===== src/rtl/pge_pkg.sv =====
// Shared types and constants for the pixel grayscale and emphasis unit.
`timescale 1ns / 1ps

package pge_pkg;

    localparam int CHAN_W = 8;

    typedef logic [CHAN_W-1:0] chan_t;

    typedef struct packed {
        chan_t red;
        chan_t green;
        chan_t blue;
        chan_t alpha;
    } pixel_t;

    localparam chan_t CHAN_MAX = 8'hFF;

    // Emphasis bit positions.
    localparam int EMPH_W     = 3;
    localparam int EMPH_RED   = 0;
    localparam int EMPH_GREEN = 1;
    localparam int EMPH_BLUE  = 2;

    // floor(x / 3) as (x * 683) >> 11, exact for every x below 2048.
    localparam int SUM_W       = CHAN_W + 2;
    localparam int DIV3_RECIP  = 683;
    localparam int DIV3_SHIFT  = 11;
    localparam int DIV3_PROD_W = SUM_W + 10;

endpackage


===== src/rtl/pge_gray.sv =====
// Grayscale stage: replaces the colour channels by their truncated mean.
`timescale 1ns / 1ps

module pge_gray (
    input  pge_pkg::pixel_t pix_in,
    input  logic            gray_enable,
    output pge_pkg::pixel_t pix_out
);

    logic [pge_pkg::SUM_W-1:0]       sum;
    logic [pge_pkg::DIV3_PROD_W-1:0] prod;
    pge_pkg::chan_t                  avg;

    always_comb
    begin
        sum  = pge_pkg::SUM_W'(pix_in.red) + pge_pkg::SUM_W'(pix_in.green)
             + pge_pkg::SUM_W'(pix_in.blue);
        prod = pge_pkg::DIV3_PROD_W'(sum) * pge_pkg::DIV3_PROD_W'(pge_pkg::DIV3_RECIP);
        avg  = prod[pge_pkg::DIV3_SHIFT +: pge_pkg::CHAN_W];

        pix_out = pix_in;
        if (gray_enable)
        begin
            pix_out.red   = avg;
            pix_out.green = avg;
            pix_out.blue  = avg;
        end
    end

endmodule


===== src/rtl/pge_emph.sv =====
// Emphasis stage: scales each channel by its combined factor and saturates; alpha goes to 255 under any emphasis.
`timescale 1ns / 1ps

module pge_emph #(
    parameter int FACTOR_FRAC_BITS = 24
) (
    input  pge_pkg::pixel_t                    pix_in,
    input  logic [pge_pkg::EMPH_W-1:0]         emphasis,
    output pge_pkg::pixel_t                    pix_out
);

    localparam int FACTOR_W = FACTOR_FRAC_BITS + 1;
    localparam int PROD_W   = FACTOR_W + pge_pkg::CHAN_W;

    // Factors n/d held as ceil(n * 2^F / d), so that exact products stay exact.
    localparam logic [FACTOR_W-1:0] F_0_9   =
        FACTOR_W'(((64'd9 << FACTOR_FRAC_BITS) + 64'd9) / 64'd10);
    localparam logic [FACTOR_W-1:0] F_0_81  =
        FACTOR_W'(((64'd81 << FACTOR_FRAC_BITS) + 64'd99) / 64'd100);
    localparam logic [FACTOR_W-1:0] F_1_1   =
        FACTOR_W'(((64'd11 << FACTOR_FRAC_BITS) + 64'd9) / 64'd10);
    localparam logic [FACTOR_W-1:0] F_0_99  =
        FACTOR_W'(((64'd99 << FACTOR_FRAC_BITS) + 64'd99) / 64'd100);
    localparam logic [FACTOR_W-1:0] F_0_891 =
        FACTOR_W'(((64'd891 << FACTOR_FRAC_BITS) + 64'd999) / 64'd1000);
    localparam logic [FACTOR_W-1:0] F_ONE   = FACTOR_W'(64'd1 << FACTOR_FRAC_BITS);

    pge_pkg::chan_t chan_in  [3];
    pge_pkg::chan_t chan_out [3];

    assign chan_in[pge_pkg::EMPH_RED]   = pix_in.red;
    assign chan_in[pge_pkg::EMPH_GREEN] = pix_in.green;
    assign chan_in[pge_pkg::EMPH_BLUE]  = pix_in.blue;

    for (genvar g = 0; g < 3; g++)
    begin : g_chan
        localparam int OTHER_A = (g + 1) % 3;
        localparam int OTHER_B = (g + 2) % 3;

        logic [1:0]          others;
        logic [FACTOR_W-1:0] factor;
        logic [PROD_W-1:0]   prod;

        always_comb
        begin
            others = 2'(emphasis[OTHER_A]) + 2'(emphasis[OTHER_B]);
            case ({emphasis[g], others})
                3'b0_01: factor = F_0_9;
                3'b0_10: factor = F_0_81;
                3'b1_00: factor = F_1_1;
                3'b1_01: factor = F_0_99;
                3'b1_10: factor = F_0_891;
                default: factor = F_ONE;
            endcase
            prod = PROD_W'(chan_in[g]) * PROD_W'(factor);
            // Only the 1.1 factors can push the integer part past 255.
            if (prod[PROD_W-1])
                chan_out[g] = pge_pkg::CHAN_MAX;
            else
                chan_out[g] = prod[FACTOR_FRAC_BITS +: pge_pkg::CHAN_W];
        end
    end

    always_comb
    begin
        pix_out = pix_in;
        if (emphasis != '0)
        begin
            pix_out.red   = chan_out[pge_pkg::EMPH_RED];
            pix_out.green = chan_out[pge_pkg::EMPH_GREEN];
            pix_out.blue  = chan_out[pge_pkg::EMPH_BLUE];
            pix_out.alpha = pge_pkg::CHAN_MAX;
        end
    end

endmodule


===== src/rtl/pixel_grayscale_emphasis_unit.sv =====
// Top level of the pixel grayscale and colour emphasis unit.
//
//   Channel  | Handshake          | Payload
//   ---------+--------------------+------------------------------------------------
//   input    | start, busy        | in_red, in_green, in_blue, in_alpha,
//            |                    | gray_enable, emphasis, line_end_in
//   result   | done (one cycle)   | out_red, out_green, out_blue, out_alpha,
//            |                    | line_end_out
//
// One pixel is taken per clock; busy is never raised.
// A result passes through the input register and then the result register: the grayscale mean is
// formed ahead of the input register and the emphasis multiply ahead of the
// result register, one multiplier per channel between the two.
// Reset clears the valid flags of both registers; no result is shown until
// a transaction has passed through. The receiver cannot stall the stream.
`timescale 1ns / 1ps

module pixel_grayscale_emphasis_unit #(
    parameter int FACTOR_FRAC_BITS = 24
) (
    input  logic       clk,
    input  logic       rst_n,
    input  logic       start,
    output logic       busy,
    input  logic [7:0] in_red,
    input  logic [7:0] in_green,
    input  logic [7:0] in_blue,
    input  logic [7:0] in_alpha,
    input  logic       gray_enable,
    input  logic [2:0] emphasis,
    input  logic       line_end_in,
    output logic       done,
    output logic [7:0] out_red,
    output logic [7:0] out_green,
    output logic [7:0] out_blue,
    output logic [7:0] out_alpha,
    output logic       line_end_out
);

    pge_pkg::pixel_t                   raw_pix;
    pge_pkg::pixel_t                   s1_pix_next;
    pge_pkg::pixel_t                   s1_pix_reg;
    logic [pge_pkg::EMPH_W-1:0]        s1_emph_reg;
    logic                              s1_le_reg;
    logic                              s1_valid_reg;
    logic                              s1_valid_next;

    pge_pkg::pixel_t                   res_pix_next;
    pge_pkg::pixel_t                   res_pix_reg;
    logic                              res_le_reg;
    logic                              res_valid_reg;

    assign busy          = 1'b0;
    assign s1_valid_next = start && !busy;

    assign raw_pix = '{red: in_red, green: in_green, blue: in_blue, alpha: in_alpha};

    pge_gray u_gray (
        .pix_in      (raw_pix),
        .gray_enable (gray_enable),
        .pix_out     (s1_pix_next)
    );

    pge_emph #(
        .FACTOR_FRAC_BITS (FACTOR_FRAC_BITS)
    ) u_emph (
        .pix_in   (s1_pix_reg),
        .emphasis (s1_emph_reg),
        .pix_out  (res_pix_next)
    );

    always_ff @(posedge clk or negedge rst_n)
    begin
        if (!rst_n)
        begin
            s1_valid_reg  <= 1'b0;
            res_valid_reg <= 1'b0;
        end
        else
        begin
            s1_valid_reg  <= s1_valid_next;
            res_valid_reg <= s1_valid_reg;
        end
    end

    always_ff @(posedge clk)
    begin
        if (s1_valid_next)
        begin
            s1_pix_reg  <= s1_pix_next;
            s1_emph_reg <= emphasis;
            s1_le_reg   <= line_end_in;
        end
        if (s1_valid_reg)
        begin
            res_pix_reg <= res_pix_next;
            res_le_reg  <= s1_le_reg;
        end
    end

    assign done         = res_valid_reg;
    assign out_red      = res_pix_reg.red;
    assign out_green    = res_pix_reg.green;
    assign out_blue     = res_pix_reg.blue;
    assign out_alpha    = res_pix_reg.alpha;
    assign line_end_out = res_le_reg;

endmodule


===== config.mk =====
export PLATFORM = sky130hd
export DESIGN_NAME = pixel_grayscale_emphasis_unit
export DESIGN_NICKNAME = d
export VERILOG_FILES = /design/src/rtl/pge_pkg.sv /design/src/rtl/pge_gray.sv /design/src/rtl/pge_emph.sv /design/src/rtl/pixel_grayscale_emphasis_unit.sv
export SDC_FILE = /design/constraint.sdc
export NUM_CORES = 1
export LEC_CHECK = 0
export BUFFER_PORTS_ARGS = -buffer_cell sky130_fd_sc_hd__buf_4
export CAP_MARGIN = 20
export CORE_ASPECT_RATIO = 0.75
export CORE_UTILIZATION = 60
export DETAILED_ROUTE_END_ITERATION = 12
export HOLD_SLACK_MARGIN = 0.08
export PLACE_DENSITY = 0.81
export SYNTH_ARGS = -nofsm -noshare
export SYNTH_HDL_FRONTEND = slang
export SYNTH_HIERARCHICAL = 1
export SYNTH_SLANG_ARGS = --single-unit

===== constraint.sdc =====
create_clock -name clk -period 6 [get_ports clk]
set_input_delay 0.9 -clock clk [delete_from_list [all_inputs] [get_ports clk]]
set_output_delay 0.9 -clock clk [all_outputs]
set_load 0.02 [all_outputs]

==> qor.csv <==
metric,value,unit
cts_sinks,71,
worstPathArrival,6.89,ns
holdCritPathClass,input pin to async pin,
antenna_cells,0,
largest_reg_flops,32,
regArea,2122,µm²
finalHoldViolCount,0,
rr_worst_depth,26,
cts_buffers,9,
r2r-end,out_green[7],
fin_cells,3240,
fmax,0.1480,GHz
die-area,36150,µm²
finalSetupViolations,48,
antenna_found_initial,0,
synth_warnings,6,
syn_area,21230,µm²
synth.most_common_cell,inv_1,
clk_latency,0.36,ns
slew_violations,0,
h-tree-depth,3,
drtIter0Drc,2316,
critical_path_required,6.13,ns
placed_cells,3145,
rsz0062_at_grt,true,
worst_pin_slew,0.8829,ns
violations,setup timing,
gr-usage-met1,0.4897,
die_h,164.9,µm
synthDominantCellAreaShare,0.4140,
wl_per_cell,22.58,µm
ant_nets,0,
maxCapViolCount,0,
core_area,34770,µm²
status,"finished, violations left",
grt_usage,0.3789,
r2r_start,s1_emph_reg[2],
grt_pass1_wl,104000,µm
clkTransAtPathRegs,0.08,ns
finalWirelength,73170,µm
finalSetupTns,-18.90,ns
synth_top_area_cell,fa_1,
postSynth.asyncResetShare,0.02817,
top_usage_layer,met2,
synth_edf_count,69,
path_class,flip-flop to flip-flop,
use_met3,0.1158,
nets,3478,
place_ws,-0.8228,ns
critPathLaunchType,flip-flop,
portBuffers,73,
ys_ff_latch,71,
gr-total-overflow,0,
use_met2,0.6062,
dp_hpwl,52190,µm
grt_start_max_net_pins,38,
num_io_pins,75,
multi_input_area,18250,µm²
drcViolationCount,0,
rrSetupSlack,-0.76,ns
clock_path_buffers,2,
final.period_utilization,1.126,
synth_common_cells,"inv_1 (557), fa_1 (439), nand2_1 (228), ha_1 (221), and2_1 (136)",
first_pass_iters,8,
finalCriticalPeriod,6.758,ns
drive_above_1_share,0.3130,
fillers,1955,
post_synth_inst_count,2274,
final.setup.worst_slack,-0.7575,ns
cp_max_fo,8,
tritoncts,yes,
root_buffer,clkbuf_16,
viasPerCell,5.970,
synthDistinctLibCells,74,
grt_pass1_vias,20020,
avgSynthCellArea,9.336,µm²
place.gp.congestion,0.9903,
die_x,219.2,µm
initial_core_util,0.6106,
yosysSeqAreaShare,0.09996,
synth-main-ff-cell,edfxtp_1,
syn-num-nets,2974,
hold_buffers,0,
rows,59,
end_kind,flip-flop,
syn_to_final_growth,30.91,%
vias,19340,
finalClockSkew,0.02926,ns
synth.area.top_cells,"fa_1 (41%), ha_1 (13%), inv_1 (9.8%)",
worst_slew_margin_rel,0.4114,
==> per-stage QoR <==
stage,hold slack (ns),utilization,instance area [µm²]
after floorplan,0.4003,-,21390
after global placement,0.4115,0.7263,25250
after detailed placement,0.4308,0.7263,25250
after CTS,0.3258,0.7721,26850
after global routing,0.3290,0.7993,27790
final,0.3322,0.7993,27790
==> layout by cell type, fill, tap and decap left out, types with 24 or more instances in the layout <==
cell type	n
inv_1	526
buf_4	513
fa_1	416
nand2_1	193
ha_1	189
and2_1	115
nor2_1	74
edfxtp_1	69
a21oi_1	51
buf_6	37
ha_4	31
inv_2	27
a21oi_2	26
nand2b_1	26
o21ai_0	24
and3_1	24
==> area by class of cell <==
class                   count  share of cell area
clock buffers               9            0.008104
inverters                 559             0.07618
clock inverters             7            0.003467
multi-input cells        1578              0.6565
repair buffers            559              0.1588
well taps                 457             0.02058
flip-flops and latches     71             0.07636
==> per-layer routing <==
metal  part of all wire  vias to the layer above  routed length, µm
met1               0.36                     9391              26310
met3               0.13                      398               9686
met4              0.055                        0               3992
li1                   -                     8040                  -
met5                  0                        -                  0
met2               0.45                     1515              33190
==> cell families after synthesis <==
family	count (synthesis)	synth area share
multiplexers	7	0.003772
flip-flops	71	0.09996
AO/OA/AOI/OAI	241	0.07456
other	1	0.0001766
AND/OR/NAND/NOR	623	0.1449
buffers and inverters	625	0.1131
adder cells (fa/ha/maj)	660	0.5442
XOR/XNOR	46	0.01933
==> critical path, cell delays in order (launching register included) <==
cell,delay [ns]
edfxtp_1,0.43
clkinv_2,0.18
ha_4,0.30
buf_6,0.13
buf_4,0.13
xnor2_1,0.26
buf_4,0.21
nand2_1,0.17
buf_4,0.20
fa_1,0.59
inv_1,0.08
fa_1,0.50
inv_1,0.06
fa_1,0.46
fa_1,0.41
inv_1,0.08
ha_1,0.33
a21oi_1,0.26
o21ai_0,0.19
nand3_1,0.14
nand2_1,0.09
a21o_1,0.22
a21oi_1,0.26
and3_1,0.26
nor3_4,0.05
buf_6,0.16
a21oi_2,0.36
==> how the worst max path moves through the flow <==
stage	startpoint	end	slack (ns)
2_1_floorplan	in_blue[1]	s1_pix_reg[14]	-0.52
3_3_place_gp	in_blue[1]	s1_pix_reg[18]	-0.71
3_5_place_dp	in_blue[1]	s1_pix_reg[26]	-0.82
4_1_cts	in_blue[1]	s1_pix_reg[26]	-0.39
5_1_grt	s1_emph_reg[2]	out_green[7]	-0.79
6_report	s1_emph_reg[2]	out_green[7]	-0.76
==> repair_timing <==
item	CTS	global route
setup endpoints to repair	48	48
buffers inserted	45	37
hold endpoints to repair	0	0
pin swaps	123	114
cloned	1	0
gates resized for setup	228	156
Power is left out: the tool's default activity adds up to more than one toggle a clock period on the data nets, which glitch-free logic cannot reach.
